## config.mk

```make
export PLATFORM = sky130hd
export DESIGN_NAME = address_ordered_free_block_table_unit
export DESIGN_NICKNAME = d
export VERILOG_FILES = /design/src/hw/rtl/aofbt_pkg.sv /design/src/hw/rtl/aofbt_ram.sv /design/src/hw/rtl/aofbt_ctrl.sv /design/src/hw/rtl/aofbt_dp.sv /design/src/hw/rtl/address_ordered_free_block_table_unit.sv
export SDC_FILE = /design/constraint.sdc
export NUM_CORES = 2
export LEC_CHECK = 0
export BUFFER_PORTS_ARGS = -buffer_cell sky130_fd_sc_hd__clkbuf_2
export CAP_MARGIN = 40
export CORE_ASPECT_RATIO = 0.8
export CORE_MARGIN = 5
export CORE_UTILIZATION = 40
export DETAILED_ROUTE_END_ITERATION = 8
export GPL_TIMING_DRIVEN = 0
export PLACE_DENSITY = 0.68
export SYNTH_ARGS = -nofsm -noshare
export SYNTH_HDL_FRONTEND = slang
export SYNTH_SLANG_ARGS = --single-unit
```

## constraint.sdc

```tcl
create_clock -name clk -period 6.8 [get_ports clk]
set_input_delay 0.68 -clock clk [delete_from_list [all_inputs] [get_ports clk]]
set_output_delay 0.68 -clock clk [all_outputs]
set_load 0.02 [all_outputs]
```

## src/hw/rtl/aofbt_pkg.sv

```systemverilog
package aofbt_pkg;

  localparam int DEPTH_DEF      = 64;
  localparam int ADDR_BITS_DEF  = 16;
  localparam int OWNER_BITS_DEF = 8;

  localparam int OP_BITS     = 3;
  localparam int STATUS_BITS = 2;

  // operation codes
  localparam logic [OP_BITS-1:0] OP_INSERT     = 3'd0;
  localparam logic [OP_BITS-1:0] OP_COALESCE   = 3'd1;
  localparam logic [OP_BITS-1:0] OP_FIND_SIZE  = 3'd2;
  localparam logic [OP_BITS-1:0] OP_FIND_OWNER = 3'd3;
  localparam logic [OP_BITS-1:0] OP_REMOVE_AT  = 3'd4;
  localparam logic [OP_BITS-1:0] OP_READ_AT    = 3'd5;
  localparam logic [OP_BITS-1:0] OP_FIND_EXACT = 3'd6;

  // status codes
  localparam logic [STATUS_BITS-1:0] ST_OK   = 2'd0;
  localparam logic [STATUS_BITS-1:0] ST_MISS = 2'd1;
  localparam logic [STATUS_BITS-1:0] ST_FULL = 2'd2;

  // read address select
  localparam logic [1:0] RD_PTR   = 2'd0;
  localparam logic [1:0] RD_PTRM1 = 2'd1;
  localparam logic [1:0] RD_PTRP1 = 2'd2;

  // write select
  localparam logic [1:0] WR_SHIFT = 2'd0;
  localparam logic [1:0] WR_NEW   = 2'd1;
  localparam logic [1:0] WR_KEEP  = 2'd2;

  // pointer update
  localparam logic [1:0] PTR_HOLD = 2'd0;
  localparam logic [1:0] PTR_INC  = 2'd1;
  localparam logic [1:0] PTR_DEC  = 2'd2;

  // count update
  localparam logic [1:0] CNT_HOLD = 2'd0;
  localparam logic [1:0] CNT_INC  = 2'd1;
  localparam logic [1:0] CNT_DEC  = 2'd2;
  localparam logic [1:0] CNT_KEEP = 2'd3;

  // result load
  localparam logic [1:0] RES_HOLD  = 2'd0;
  localparam logic [1:0] RES_FULL  = 2'd1;
  localparam logic [1:0] RES_REQ   = 2'd2;
  localparam logic [1:0] RES_RDATA = 2'd3;

  typedef struct packed {
    logic       rd_en;
    logic [1:0] rd_sel;
    logic       wr_en;
    logic [1:0] wr_sel;
    logic [1:0] ptr_op;
    logic [1:0] cnt_op;
    logic [1:0] res_op;
    logic       res_zero;
    logic       keep_load;
    logic       keep_merge;
    logic       keep_adv;
    logic       post;
  } aofbt_cmd_t;

  typedef struct packed {
    logic [OP_BITS-1:0] op;
    logic               full;
    logic               cnt_lt2;
    logic               ptr_zero;
    logic               ptr_at_cnt;
    logic               slot_oob;
    logic               rm_last;
    logic               ins_shift;
    logic               merge;
    logic               hit;
    logic               out_free;
  } aofbt_sts_t;

endpackage

```

## src/hw/rtl/aofbt_ram.sv

```systemverilog
module aofbt_ram #(
  parameter int WIDTH = 8,
  parameter int DEPTH = 64,
  localparam int AW = (DEPTH > 1) ? $clog2(DEPTH) : 1
) (
  input  logic             clk,
  input  logic             we,
  input  logic [AW-1:0]    waddr,
  input  logic [WIDTH-1:0] wdata,
  input  logic             re,
  input  logic [AW-1:0]    raddr,
  output logic [WIDTH-1:0] rdata
);

  logic [WIDTH-1:0] mem [DEPTH];
  logic [WIDTH-1:0] rdata_r;

  always_ff @(posedge clk) begin
    if (we) begin
      mem[waddr] <= wdata;
    end
    if (re) begin
      rdata_r <= mem[raddr];
    end
  end

  assign rdata = rdata_r;

endmodule

```

## src/hw/rtl/aofbt_ctrl.sv

```systemverilog
module aofbt_ctrl (
  input  logic                clk,
  input  logic                rst_n,
  input  logic                in_valid,
  output logic                in_ready,
  input  aofbt_pkg::aofbt_sts_t sts,
  output aofbt_pkg::aofbt_cmd_t cmd
);
  import aofbt_pkg::*;

  localparam logic [3:0] S_IDLE     = 4'd0;
  localparam logic [3:0] S_DISPATCH = 4'd1;
  localparam logic [3:0] S_INS_CHK  = 4'd2;
  localparam logic [3:0] S_INS_EV   = 4'd3;
  localparam logic [3:0] S_CO_START = 4'd4;
  localparam logic [3:0] S_CO_LD    = 4'd5;
  localparam logic [3:0] S_CO_RD    = 4'd6;
  localparam logic [3:0] S_CO_EV    = 4'd7;
  localparam logic [3:0] S_SR_RD    = 4'd8;
  localparam logic [3:0] S_SR_EV    = 4'd9;
  localparam logic [3:0] S_RR_CHK   = 4'd10;
  localparam logic [3:0] S_RR_EV    = 4'd11;
  localparam logic [3:0] S_RM_RD    = 4'd12;
  localparam logic [3:0] S_RM_EV    = 4'd13;
  localparam logic [3:0] S_DONE     = 4'd14;

  logic [3:0] state_r, state_nxt;

  assign in_ready = (state_r == S_IDLE);

  always_ff @(posedge clk) begin
    if (!rst_n) begin
      state_r <= S_IDLE;
    end else begin
      state_r <= state_nxt;
    end
  end

  always_comb begin
    cmd       = '0;
    state_nxt = state_r;
    case (state_r)
      S_IDLE: begin
        if (in_valid) state_nxt = S_DISPATCH;
      end
      S_DISPATCH: begin
        case (sts.op)
          OP_INSERT:     state_nxt = S_INS_CHK;
          OP_COALESCE:   state_nxt = S_CO_START;
          OP_FIND_SIZE,
          OP_FIND_OWNER,
          OP_FIND_EXACT: state_nxt = S_SR_RD;
          OP_REMOVE_AT,
          OP_READ_AT:    state_nxt = S_RR_CHK;
          default:       state_nxt = S_DONE;
        endcase
      end
      // walk down from the top, moving entries whose start is not below the new one
      S_INS_CHK: begin
        if (sts.full) begin
          cmd.res_op = RES_FULL;
          state_nxt  = S_DONE;
        end else if (sts.ptr_zero) begin
          cmd.wr_en  = 1'b1;
          cmd.wr_sel = WR_NEW;
          cmd.res_op = RES_REQ;
          cmd.cnt_op = CNT_INC;
          state_nxt  = S_DONE;
        end else begin
          cmd.rd_en  = 1'b1;
          cmd.rd_sel = RD_PTRM1;
          state_nxt  = S_INS_EV;
        end
      end
      S_INS_EV: begin
        cmd.wr_en = 1'b1;
        if (sts.ins_shift) begin
          cmd.wr_sel = WR_SHIFT;
          cmd.ptr_op = PTR_DEC;
          state_nxt  = S_INS_CHK;
        end else begin
          cmd.wr_sel = WR_NEW;
          cmd.res_op = RES_REQ;
          cmd.cnt_op = CNT_INC;
          state_nxt  = S_DONE;
        end
      end
      S_CO_START: begin
        if (sts.cnt_lt2) begin
          cmd.res_zero = 1'b1;
          state_nxt    = S_DONE;
        end else begin
          cmd.rd_en  = 1'b1;
          cmd.rd_sel = RD_PTRM1;
          state_nxt  = S_CO_LD;
        end
      end
      S_CO_LD: begin
        cmd.keep_load = 1'b1;
        state_nxt     = S_CO_RD;
      end
      S_CO_RD: begin
        if (sts.ptr_at_cnt) begin
          cmd.wr_en    = 1'b1;
          cmd.wr_sel   = WR_KEEP;
          cmd.cnt_op   = CNT_KEEP;
          cmd.res_zero = 1'b1;
          state_nxt    = S_DONE;
        end else begin
          cmd.rd_en  = 1'b1;
          cmd.rd_sel = RD_PTR;
          state_nxt  = S_CO_EV;
        end
      end
      S_CO_EV: begin
        cmd.ptr_op = PTR_INC;
        if (sts.merge) begin
          cmd.keep_merge = 1'b1;
        end else begin
          cmd.wr_en     = 1'b1;
          cmd.wr_sel    = WR_KEEP;
          cmd.keep_adv  = 1'b1;
          cmd.keep_load = 1'b1;
        end
        state_nxt = S_CO_RD;
      end
      S_SR_RD: begin
        if (sts.ptr_at_cnt) begin
          state_nxt = S_DONE;
        end else begin
          cmd.rd_en  = 1'b1;
          cmd.rd_sel = RD_PTR;
          state_nxt  = S_SR_EV;
        end
      end
      S_SR_EV: begin
        if (sts.hit) begin
          cmd.res_op = RES_RDATA;
          state_nxt  = S_DONE;
        end else begin
          cmd.ptr_op = PTR_INC;
          state_nxt  = S_SR_RD;
        end
      end
      S_RR_CHK: begin
        if (sts.slot_oob) begin
          state_nxt = S_DONE;
        end else begin
          cmd.rd_en  = 1'b1;
          cmd.rd_sel = RD_PTR;
          state_nxt  = S_RR_EV;
        end
      end
      S_RR_EV: begin
        cmd.res_op = RES_RDATA;
        state_nxt  = (sts.op == OP_REMOVE_AT) ? S_RM_RD : S_DONE;
      end
      // close the gap by pulling each following entry down one place
      S_RM_RD: begin
        if (sts.rm_last) begin
          cmd.cnt_op = CNT_DEC;
          state_nxt  = S_DONE;
        end else begin
          cmd.rd_en  = 1'b1;
          cmd.rd_sel = RD_PTRP1;
          state_nxt  = S_RM_EV;
        end
      end
      S_RM_EV: begin
        cmd.wr_en  = 1'b1;
        cmd.wr_sel = WR_SHIFT;
        cmd.ptr_op = PTR_INC;
        state_nxt  = S_RM_RD;
      end
      S_DONE: begin
        if (sts.out_free) begin
          cmd.post  = 1'b1;
          state_nxt = S_IDLE;
        end
      end
      default: begin
        state_nxt = S_IDLE;
      end
    endcase
  end

  a_accept_leaves_idle: assert property (@(posedge clk) disable iff (!rst_n)
    (in_valid && in_ready) |=> (state_r == S_DISPATCH))
    else $error("accepted item did not start dispatch");

  a_post_only_when_free: assert property (@(posedge clk) disable iff (!rst_n)
    cmd.post |-> sts.out_free)
    else $error("result posted over a waiting result");

  a_no_rd_and_post: assert property (@(posedge clk) disable iff (!rst_n)
    cmd.post |-> (!cmd.rd_en && !cmd.wr_en))
    else $error("table access while posting");

endmodule

```

## src/hw/rtl/aofbt_dp.sv

```systemverilog
module aofbt_dp #(
  parameter int DEPTH      = aofbt_pkg::DEPTH_DEF,
  parameter int ADDR_BITS  = aofbt_pkg::ADDR_BITS_DEF,
  parameter int OWNER_BITS = aofbt_pkg::OWNER_BITS_DEF,
  localparam int IDX_W = (DEPTH > 1) ? $clog2(DEPTH) : 1,
  localparam int CNT_W = $clog2(DEPTH + 1)
) (
  input  logic                               clk,
  input  logic                               rst_n,
  input  logic                               load,
  input  logic [aofbt_pkg::OP_BITS-1:0]      in_op,
  input  logic [OWNER_BITS-1:0]              in_owner,
  input  logic [ADDR_BITS-1:0]               in_start,
  input  logic [ADDR_BITS-1:0]               in_end,
  input  logic [ADDR_BITS:0]                 in_size,
  input  logic [IDX_W-1:0]                   in_slot,
  input  aofbt_pkg::aofbt_cmd_t              cmd,
  output aofbt_pkg::aofbt_sts_t              sts,
  input  logic                               out_ready,
  output logic                               out_valid,
  output logic [aofbt_pkg::STATUS_BITS-1:0]  out_status,
  output logic [IDX_W-1:0]                   out_index,
  output logic [OWNER_BITS-1:0]              out_owner,
  output logic [ADDR_BITS-1:0]               out_start,
  output logic [ADDR_BITS-1:0]               out_end,
  output logic [CNT_W-1:0]                   out_count
);
  import aofbt_pkg::*;

  localparam int ENT_W = OWNER_BITS + 2 * ADDR_BITS;

  // request
  logic [OP_BITS-1:0]    op_r;
  logic [OWNER_BITS-1:0] own_r;
  logic [ADDR_BITS-1:0]  st_r, en_r;
  logic [ADDR_BITS:0]    want_r;
  logic [IDX_W-1:0]      slot_r;

  logic [CNT_W-1:0] cnt_r, cnt_nxt;
  logic [CNT_W-1:0] ptr_r, ptr_nxt;
  logic [IDX_W-1:0] keep_r;
  logic [OWNER_BITS-1:0] kown_r;
  logic [ADDR_BITS-1:0]  kst_r, ken_r;

  // pending result
  logic [STATUS_BITS-1:0] rs_status_r;
  logic [CNT_W-1:0]       rs_index_r;
  logic [OWNER_BITS-1:0]  rs_owner_r;
  logic [ADDR_BITS-1:0]   rs_start_r, rs_end_r;

  logic out_valid_r;
  logic [STATUS_BITS-1:0] o_status_r;
  logic [IDX_W-1:0]       o_index_r;
  logic [OWNER_BITS-1:0]  o_owner_r;
  logic [ADDR_BITS-1:0]   o_start_r, o_end_r;
  logic [CNT_W-1:0]       o_count_r;

  logic [ENT_W-1:0]      rdata, wdata;
  logic [OWNER_BITS-1:0] r_own;
  logic [ADDR_BITS-1:0]  r_st, r_en;
  logic [CNT_W:0]        rd_addr, wr_addr;
  logic [ADDR_BITS+1:0]  fit_lhs, fit_rhs;

  assign {r_own, r_st, r_en} = rdata;

  always_comb begin
    case (cmd.rd_sel)
      RD_PTRM1: rd_addr = {1'b0, ptr_r} - 1'b1;
      RD_PTRP1: rd_addr = {1'b0, ptr_r} + 1'b1;
      default:  rd_addr = {1'b0, ptr_r};
    endcase
  end

  always_comb begin
    case (cmd.wr_sel)
      WR_NEW:  begin wdata = {own_r, st_r, en_r};    wr_addr = {1'b0, ptr_r}; end
      WR_KEEP: begin
        wdata   = {kown_r, kst_r, ken_r};
        wr_addr = (CNT_W + 1)'(keep_r);
      end
      default: begin wdata = rdata;                  wr_addr = {1'b0, ptr_r}; end
    endcase
  end

  aofbt_ram #(.WIDTH(ENT_W), .DEPTH(DEPTH)) u_ram (
    .clk   (clk),
    .we    (cmd.wr_en),
    .waddr (wr_addr[IDX_W-1:0]),
    .wdata (wdata),
    .re    (cmd.rd_en),
    .raddr (rd_addr[IDX_W-1:0]),
    .rdata (rdata)
  );

  // size test: want <= end - start + 1, done without wrap
  assign fit_lhs = {1'b0, want_r} + {2'b00, r_st};
  assign fit_rhs = {2'b00, r_en} + 1'b1;

  always_comb begin
    sts.op         = op_r;
    sts.full       = (cnt_r == CNT_W'(DEPTH));
    sts.cnt_lt2    = (cnt_r < CNT_W'(2));
    sts.ptr_zero   = (ptr_r == '0);
    sts.ptr_at_cnt = (ptr_r == cnt_r);
    sts.slot_oob   = ((CNT_W + 1)'(slot_r) >= {1'b0, cnt_r});
    sts.rm_last    = (({1'b0, ptr_r} + 1'b1) >= {1'b0, cnt_r});
    sts.ins_shift  = (r_st >= st_r);
    sts.merge      = (({1'b0, ken_r} + 1'b1) == {1'b0, r_st});
    case (op_r)
      OP_FIND_SIZE:  sts.hit = (fit_lhs <= fit_rhs);
      OP_FIND_OWNER: sts.hit = (r_own == own_r);
      default:       sts.hit = (r_own == own_r) && (r_st == st_r) && (r_en == en_r);
    endcase
    sts.out_free   = !out_valid_r || out_ready;
  end

  always_comb begin
    case (cmd.ptr_op)
      PTR_INC: ptr_nxt = ptr_r + 1'b1;
      PTR_DEC: ptr_nxt = ptr_r - 1'b1;
      default: ptr_nxt = ptr_r;
    endcase
    case (cmd.cnt_op)
      CNT_INC:  cnt_nxt = cnt_r + 1'b1;
      CNT_DEC:  cnt_nxt = cnt_r - 1'b1;
      CNT_KEEP: cnt_nxt = CNT_W'(keep_r) + 1'b1;
      default:  cnt_nxt = cnt_r;
    endcase
  end

  always_ff @(posedge clk) begin
    if (load) begin
      op_r   <= in_op;
      own_r  <= in_owner;
      st_r   <= in_start;
      en_r   <= in_end;
      want_r <= in_size;
      slot_r <= in_slot;
      case (in_op)
        OP_INSERT:    ptr_r <= cnt_r;
        OP_COALESCE:  ptr_r <= CNT_W'(1);
        OP_REMOVE_AT,
        OP_READ_AT:   ptr_r <= CNT_W'(in_slot);
        default:      ptr_r <= '0;
      endcase
      keep_r      <= '0;
      rs_status_r <= ST_MISS;
      rs_index_r  <= '0;
      rs_owner_r  <= '0;
      rs_start_r  <= '0;
      rs_end_r    <= '0;
    end else begin
      ptr_r <= ptr_nxt;
      if (cmd.keep_adv) keep_r <= keep_r + 1'b1;
      if (cmd.res_zero) rs_status_r <= ST_OK;
      case (cmd.res_op)
        RES_FULL: rs_status_r <= ST_FULL;
        RES_REQ: begin
          rs_status_r <= ST_OK;
          rs_index_r  <= ptr_r;
          rs_owner_r  <= own_r;
          rs_start_r  <= st_r;
          rs_end_r    <= en_r;
        end
        RES_RDATA: begin
          rs_status_r <= ST_OK;
          rs_index_r  <= ptr_r;
          rs_owner_r  <= r_own;
          rs_start_r  <= r_st;
          rs_end_r    <= r_en;
        end
        default: begin
        end
      endcase
    end
    if (cmd.keep_load) begin
      kown_r <= r_own;
      kst_r  <= r_st;
      ken_r  <= r_en;
    end else if (cmd.keep_merge) begin
      ken_r <= r_en;
    end
    if (cmd.post) begin
      o_status_r <= rs_status_r;
      o_index_r  <= rs_index_r[IDX_W-1:0];
      o_owner_r  <= rs_owner_r;
      o_start_r  <= rs_start_r;
      o_end_r    <= rs_end_r;
      o_count_r  <= cnt_r;
    end
  end

  always_ff @(posedge clk) begin
    if (!rst_n) begin
      cnt_r       <= '0;
      out_valid_r <= 1'b0;
    end else begin
      cnt_r <= cnt_nxt;
      if (cmd.post) begin
        out_valid_r <= 1'b1;
      end else if (out_ready) begin
        out_valid_r <= 1'b0;
      end
    end
  end

  assign out_valid  = out_valid_r;
  assign out_status = o_status_r;
  assign out_index  = o_index_r;
  assign out_owner  = o_owner_r;
  assign out_start  = o_start_r;
  assign out_end    = o_end_r;
  assign out_count  = o_count_r;

  a_count_bound: assert property (@(posedge clk) disable iff (!rst_n)
    cnt_r <= CNT_W'(DEPTH))
    else $error("entry count beyond depth");

  a_inc_not_full: assert property (@(posedge clk) disable iff (!rst_n)
    (cmd.cnt_op == CNT_INC) |-> (cnt_r < CNT_W'(DEPTH)))
    else $error("insert into full table");

  a_read_in_range: assert property (@(posedge clk) disable iff (!rst_n)
    cmd.rd_en |-> (rd_addr < {1'b0, cnt_r}))
    else $error("read beyond valid entries");

  a_write_in_range: assert property (@(posedge clk) disable iff (!rst_n)
    cmd.wr_en |-> (wr_addr <= {1'b0, cnt_r}) && (wr_addr < (CNT_W + 1)'(DEPTH)))
    else $error("write beyond valid entries");

endmodule

```

## src/hw/rtl/address_ordered_free_block_table_unit.sv

```systemverilog
// address ordered free block table
// keeps up to DEPTH blocks (owner, start, end) sorted by start address in a
// single ram and runs one operation per input item: insert, coalesce, find by
// size (first fit), find by owner, remove at, read at, find exact
// in channel: one operation item, taken when in_tvalid and in_tready are high;
// in_tready is high only while the sequencer is idle
// out channel: one result item per operation, held in an output register until
// out_tready; the next item can be accepted while a result waits there
// table steps: each step is a ram read followed by an evaluate state; an item
// walks the entries one step at a time (insert shift, search, remove shift,
// coalesce scan), as the entry ram has one read port; read at index makes a
// single ram read
// reset: entry count cleared, output empty; entry contents are not cleared
// stall: a finished result waits in the sequencer until the output register
// is free, no result is dropped
module address_ordered_free_block_table_unit #(
  parameter int DEPTH      = aofbt_pkg::DEPTH_DEF,
  parameter int ADDR_BITS  = aofbt_pkg::ADDR_BITS_DEF,
  parameter int OWNER_BITS = aofbt_pkg::OWNER_BITS_DEF,
  localparam int IDX_W   = (DEPTH > 1) ? $clog2(DEPTH) : 1,
  localparam int CNT_W   = $clog2(DEPTH + 1),
  localparam int IN_W    = aofbt_pkg::OP_BITS + OWNER_BITS + 3 * ADDR_BITS + 1 + IDX_W,
  localparam int IN_TW   = ((IN_W + 7) / 8) * 8,
  localparam int OUT_W   = aofbt_pkg::STATUS_BITS + IDX_W + OWNER_BITS + 2 * ADDR_BITS + CNT_W,
  localparam int OUT_TW  = ((OUT_W + 7) / 8) * 8
) (
  input  logic              clk,
  input  logic              rst_n,
  input  logic              in_tvalid,
  output logic              in_tready,
  // operation, owner_id, block_start, block_end, size_request, slot_index
  input  logic [IN_TW-1:0]  in_tdata,
  output logic              out_tvalid,
  input  logic              out_tready,
  // status, found_index, out_owner, out_start, out_end, entry_count
  output logic [OUT_TW-1:0] out_tdata
);
  import aofbt_pkg::*;

  // input field offsets
  localparam int O_OWN  = OP_BITS;
  localparam int O_ST   = O_OWN + OWNER_BITS;
  localparam int O_EN   = O_ST + ADDR_BITS;
  localparam int O_SZ   = O_EN + ADDR_BITS;
  localparam int O_SLOT = O_SZ + ADDR_BITS + 1;

  aofbt_cmd_t cmd;
  aofbt_sts_t sts;
  logic       load;

  logic [STATUS_BITS-1:0] r_status;
  logic [IDX_W-1:0]       r_index;
  logic [OWNER_BITS-1:0]  r_owner;
  logic [ADDR_BITS-1:0]   r_start, r_end;
  logic [CNT_W-1:0]       r_count;

  assign load = in_tvalid && in_tready;

  aofbt_ctrl u_ctrl (
    .clk      (clk),
    .rst_n    (rst_n),
    .in_valid (in_tvalid),
    .in_ready (in_tready),
    .sts      (sts),
    .cmd      (cmd)
  );

  aofbt_dp #(
    .DEPTH      (DEPTH),
    .ADDR_BITS  (ADDR_BITS),
    .OWNER_BITS (OWNER_BITS)
  ) u_dp (
    .clk        (clk),
    .rst_n      (rst_n),
    .load       (load),
    .in_op      (in_tdata[OP_BITS-1:0]),
    .in_owner   (in_tdata[O_ST-1:O_OWN]),
    .in_start   (in_tdata[O_EN-1:O_ST]),
    .in_end     (in_tdata[O_SZ-1:O_EN]),
    .in_size    (in_tdata[O_SLOT-1:O_SZ]),
    .in_slot    (in_tdata[O_SLOT+IDX_W-1:O_SLOT]),
    .cmd        (cmd),
    .sts        (sts),
    .out_ready  (out_tready),
    .out_valid  (out_tvalid),
    .out_status (r_status),
    .out_index  (r_index),
    .out_owner  (r_owner),
    .out_start  (r_start),
    .out_end    (r_end),
    .out_count  (r_count)
  );

  // pack result fields, lowest first, zero padded to whole bytes
  assign out_tdata = OUT_TW'({r_count, r_end, r_start, r_owner, r_index, r_status});

endmodule

```

==> Flow_metrics.wiki <==
{| class="wikitable"
! Metric !! Value
|-
| Status || completed
|-
| Peak supply drop || 0.000274 V
|-
| Via count of the first global-routing pass || 60,500
|-
| GRT Overall Usage || between 20% and 30%
|-
| Hold wc startpoint || in_tdata[16]
|-
| Remaining Overflow, GRT || 0
|-
| Beginning of the worst register-to-register path || u_dp.ptr_r[0]
|-
| Remaining antenna violation count after routing || 0
|-
| FF+latch area || 84,400 sq um
|-
| CTS tree || done
|-
| Cells after DPL || 10,100
|-
| Number of nets in the final layout || 6,887
|-
| Area post-placement || 123,000 sq um
|-
| Final max-slew violation count || 0
|-
| Multi-input combinational cell area || 27,500 sq um
|-
| Post-layout instance count excluding filler cells || around 11,000
|-
| Clock-pin slew of the registers on the worst-case setup and hold paths || around 0.07 ns
|-
| Count of hold-fix buffers inserted at cts || 0
|-
| DIE WIDTH || 602 microns
|-
| Clock net sink count || around 2,800
|-
| Total via count after detailed routing || 63,400
|-
| Smallest hold slack || 0.0711 ns
|-
| Part of the power in registers || a little under two fifths
|-
| Average cell area after synthesis || 18.6 sq um
|-
| #FFs+latches synth || 2,834
|-
| Detail-routed net length per standard cell || 30.4 microns
|-
| Worst Hold End || u_dp.st_r[5]
|-
| Top-level I/O count || 134
|-
| Ordered cell list for the critical path || clkbuf_2 -> inv_1 -> ha_1 -> or3b_2 -> nor4_1 -> nand2b_1 -> o22ai_1 -> and2_1 -> ha_1 -> buf_2 -> nand2_1 -> o21ai_0 -> buf_4 -> clkbuf_2 -> buf_8 -> clkbuf_2 -> mux4_2 -> nand2_1 -> nand3_1 -> a21oi_1 -> nor4_1 -> buf_2
|-
| Combinational fraction of design power || 40.0%
|-
| Worst Clk Skew || 0.0781 ns
|-
| Effective utilization at floorplan || 40.3%
|-
| TritonCTS buffer count || roughly 270
|-
| Async S/R FF share, synth || 0%
|-
| Setup repair after global routing missed its margin || true
|-
| Number of enable-type register cells in the synthesized netlist || ~2,800
|-
| Vertical die dimension || 484 microns
|-
| IO buf count || roughly 130
|-
| Power, Total || 62.2 mW
|-
| Post-synth net total || 6,198
|-
| Detailed-placement wirelength estimate || approximately 220,000 microns
|-
| Synth-to-Final Area Change || 17.7%
|-
| Starting DRC count in detailed routing || approximately 10,000
|-
| Cells on worst reg2reg path || 22
|-
| Sequential-to-total area share from yosys stat || roughly 75%
|-
| Endpoint type of the worst setup path || register
|-
| Largest net degree at the start of global routing || 63
|-
| Die ar. || 291,000 sq um
|-
| Final weighted congestion in routability-driven placement || approximately 0.94
|-
| Layout fillers || 22,600
|-
| Most common cell after layout, fill and taps aside || edfxtp_1
|-
| Cells on Worst Hold Path || 1
|-
| Floorplan row count || 173
|-
| Proportion of power drawn by the clock network || roughly 23%
|-
| Clock Latency Late Sink || roughly 0.85 ns
|-
| Fin crit period || 6.71 ns
|-
| FMAX || between 100 and 150 MHz
|-
| Antenna violations before repair || 13
|-
| Final Hold Viols || 0
|-
| Standard cell with the maximum stage delay on the critical path || nor4_1
|-
| Total length of routed wires || 322,000 microns
|-
| Reported max-cap violation count || 0
|-
| Maximum level of the CTS H-tree || 5
|-
| Share of cells above drive strength 1 || 25.3%
|-
| Classification of the worst-slack hold path || input port to register
|-
| Via density per instance || 5.98
|-
| Cell repeated most along the worst path || clkbuf_2
|-
| Actual transition at the worst max-transition pin || 1.01 ns
|-
| Internal Power || ~39 mW
|-
| Switching share of power || 37.5%
|-
| Std-Cell Core Area || around 280,000 sq um
|-
| Number of detailed-routing iterations run before antenna repair || 6
|-
| DRC violation count after routing || 0
|-
| Final setup violating endpoints || 0
|-
| Number of distinct library cells after synthesis || 80
|-
| Buffer levels on the longest clock path || 4
|-
| Predominant post-synthesis flop cell || edfxtp_1
|-
| Fraction of the cycle the final worst path needs || 98.7%
|-
| Worst R2R End || u_dp.u_ram.rdata[36]
|-
| Leakage power total || about 42 nW
|-
| Post-route design area || around 130,000 sq um
|-
| Cell at the root of the clock tree || clkbuf_16
|-
| Post-synthesis cell area || 112,000 sq um
|-
| Required time of the critical path || 7.44 ns
|-
| Power per standard cell area || about 470 nW/um^2
|-
| Instance count of the mapped netlist || 6,041
|-
| Count of synthesis-stage warnings from yosys || 0
|-
| Most frequent cells in the layout || 2,768 x edfxtp_1, 742 x nand2_1, 640 x mux4_2
|-
| Critical path class || register to register
|-
| Arrival @ worst endpoint || between 7 and 8 ns
|-
| Reg-to-reg slack, setup || 0.09 ns
|-
| Highest fanout seen on the critical path || 16
|-
| Total net switching power || between 20 and 25 mW
|-
| Max-Slew Margin vs Limit || about a third
|-
| Critical path startpoint category || register
|-
| Slowest stage delay, CP || 0.64 ns
|-
| Wire length of the first global-routing pass || 452,000 microns
|}
[sequential cells by signal, indices dropped and copies added (netlist names), 16 cells and up]
register,cells
u_dp.out_start,16
u_dp.st_r,16
u_dp.en_r,16
u_dp.ken_r,16
u_dp.kst_r,16
u_dp.u_ram.rdata,40
u_dp.rs_end_r,16
u_dp.out_end,16
u_dp.rs_start_r,16
u_dp.want_r,17
u_dp.u_ram.mem,2560
[worst max-delay path: cells and delay by family (launching register included)]
kind	cells	cell delay (ns)
muxes	1	0.28
adders and majority gates	2	0.62
DFF	1	0.52
AOI/OAI and AO/OA	3	0.38
and+or+nand+nor	8	2.30
buffers and inverters	8	2.41
[kinds of logic after synthesis]
logic type               count (synthesis)  synth area share (%)
flip-flops                            2834                  75.3
AND/OR/NAND/NOR                       1437                  5.66
multiplexers                           666                  13.1
AO/OA/AOI/OAI                          523                  2.86
buffers and inverters                  408                  1.47
XOR/XNOR                                91                 0.711
adder cells (fa/ha/maj)                 81                 0.917
other                                    1               0.00334
[repair_timing]
item                                    CTS  global route
gates cloned                              0            10
setup buffers                             0            19
hold endpoints to repair                  0             0
endpoints found under the setup margin   40           855
pin swaps                                 0            17
gates resized for setup                  84            95
[stage by stage]
step	utilization [%]	worst slack, ns	TNS, ns
floorplan	-	0.0211	0
global placement	42.2	-6.77	-
detailed placement	44.3	-0.671	-16.80
CTS	47.2	0.000912	0
global route	47.4	-0.00599	-0.0111
finish	47.4	0.0863	0
[how the worst max path moves through the flow]
stage	slack, ns	endpoint	cells after the start	from
floorplan	0.02	u_dp.u_ram.mem[0][14]	13	u_dp.u_ram.rdata[23]
global placement	-6.77	u_dp.u_ram.mem[36][12]	15	u_dp.ptr_r[0]
detailed placement	-0.67	u_dp.u_ram.rdata[36]	21	u_dp.ptr_r[0]
CTS	0.0009	u_dp.u_ram.rdata[15]	23	u_dp.ptr_r[0]
global route	-0.006	u_dp.u_ram.rdata[12]	22	u_dp.ptr_r[0]
finish	0.09	u_dp.u_ram.rdata[36]	22	u_dp.ptr_r[0]
[routing by layer]
metal | global-route usage [%] | routed length [microns] | up-vias
met4 | 7.11 | 12300 | 12
met5 | 0 | 76 | -
met1 | 31.4 | 127000 | 32900
met2 | 29.8 | 136000 | 4218
met3 | 7.41 | 46700 | 564
li1 | - | - | 25700
[synth_stat cells (66+ instances only)]
library cell     n  area share, %
buf_2           77           0.34
edfxtp_1      2768             74
ha_1            79           0.88
xnor2_1         68           0.53
nand2_1        742            2.5
o21ai_0        124           0.55
mux4_2         640             13
clkbuf_1       229           0.77
nor2_1         160           0.54
nand3_1        360            1.6
dfxtp_1         66            1.2
a21oi_1        212           0.95
[power by group through the flow]
stage	clock [mW]	combinational, mW	sequential (mW)
2_1_floorplan	0	12.6	23.5
3_3_place_gp	0	21.0	24.8
3_5_place_dp	0	23.8	23.4
4_1_cts	14.3	24.1	23.1
5_1_grt	15.1	26.1	23.1
6_report	14.2	24.9	23.1
[final cells by class]
| cell class | count | share of cell area [%] |
|---|---|---|
| Sequential cell | 2834 | 64.0 |
| Tap cell | 3675 | 3.48 |
| Clock buffer | 335 | 5.42 |
| Timing Repair Buffer | 413 | 4.35 |
| Antenna cell | 3 | 0.00569 |
| Inverter | 60 | 0.171 |
| Multi-Input combinational cell | 2809 | 20.8 |
| Clock inverter | 112 | 0.642 |
| Buffer | 346 | 1.15 |
No activity file was read; power rests on OpenSTA's default activity.
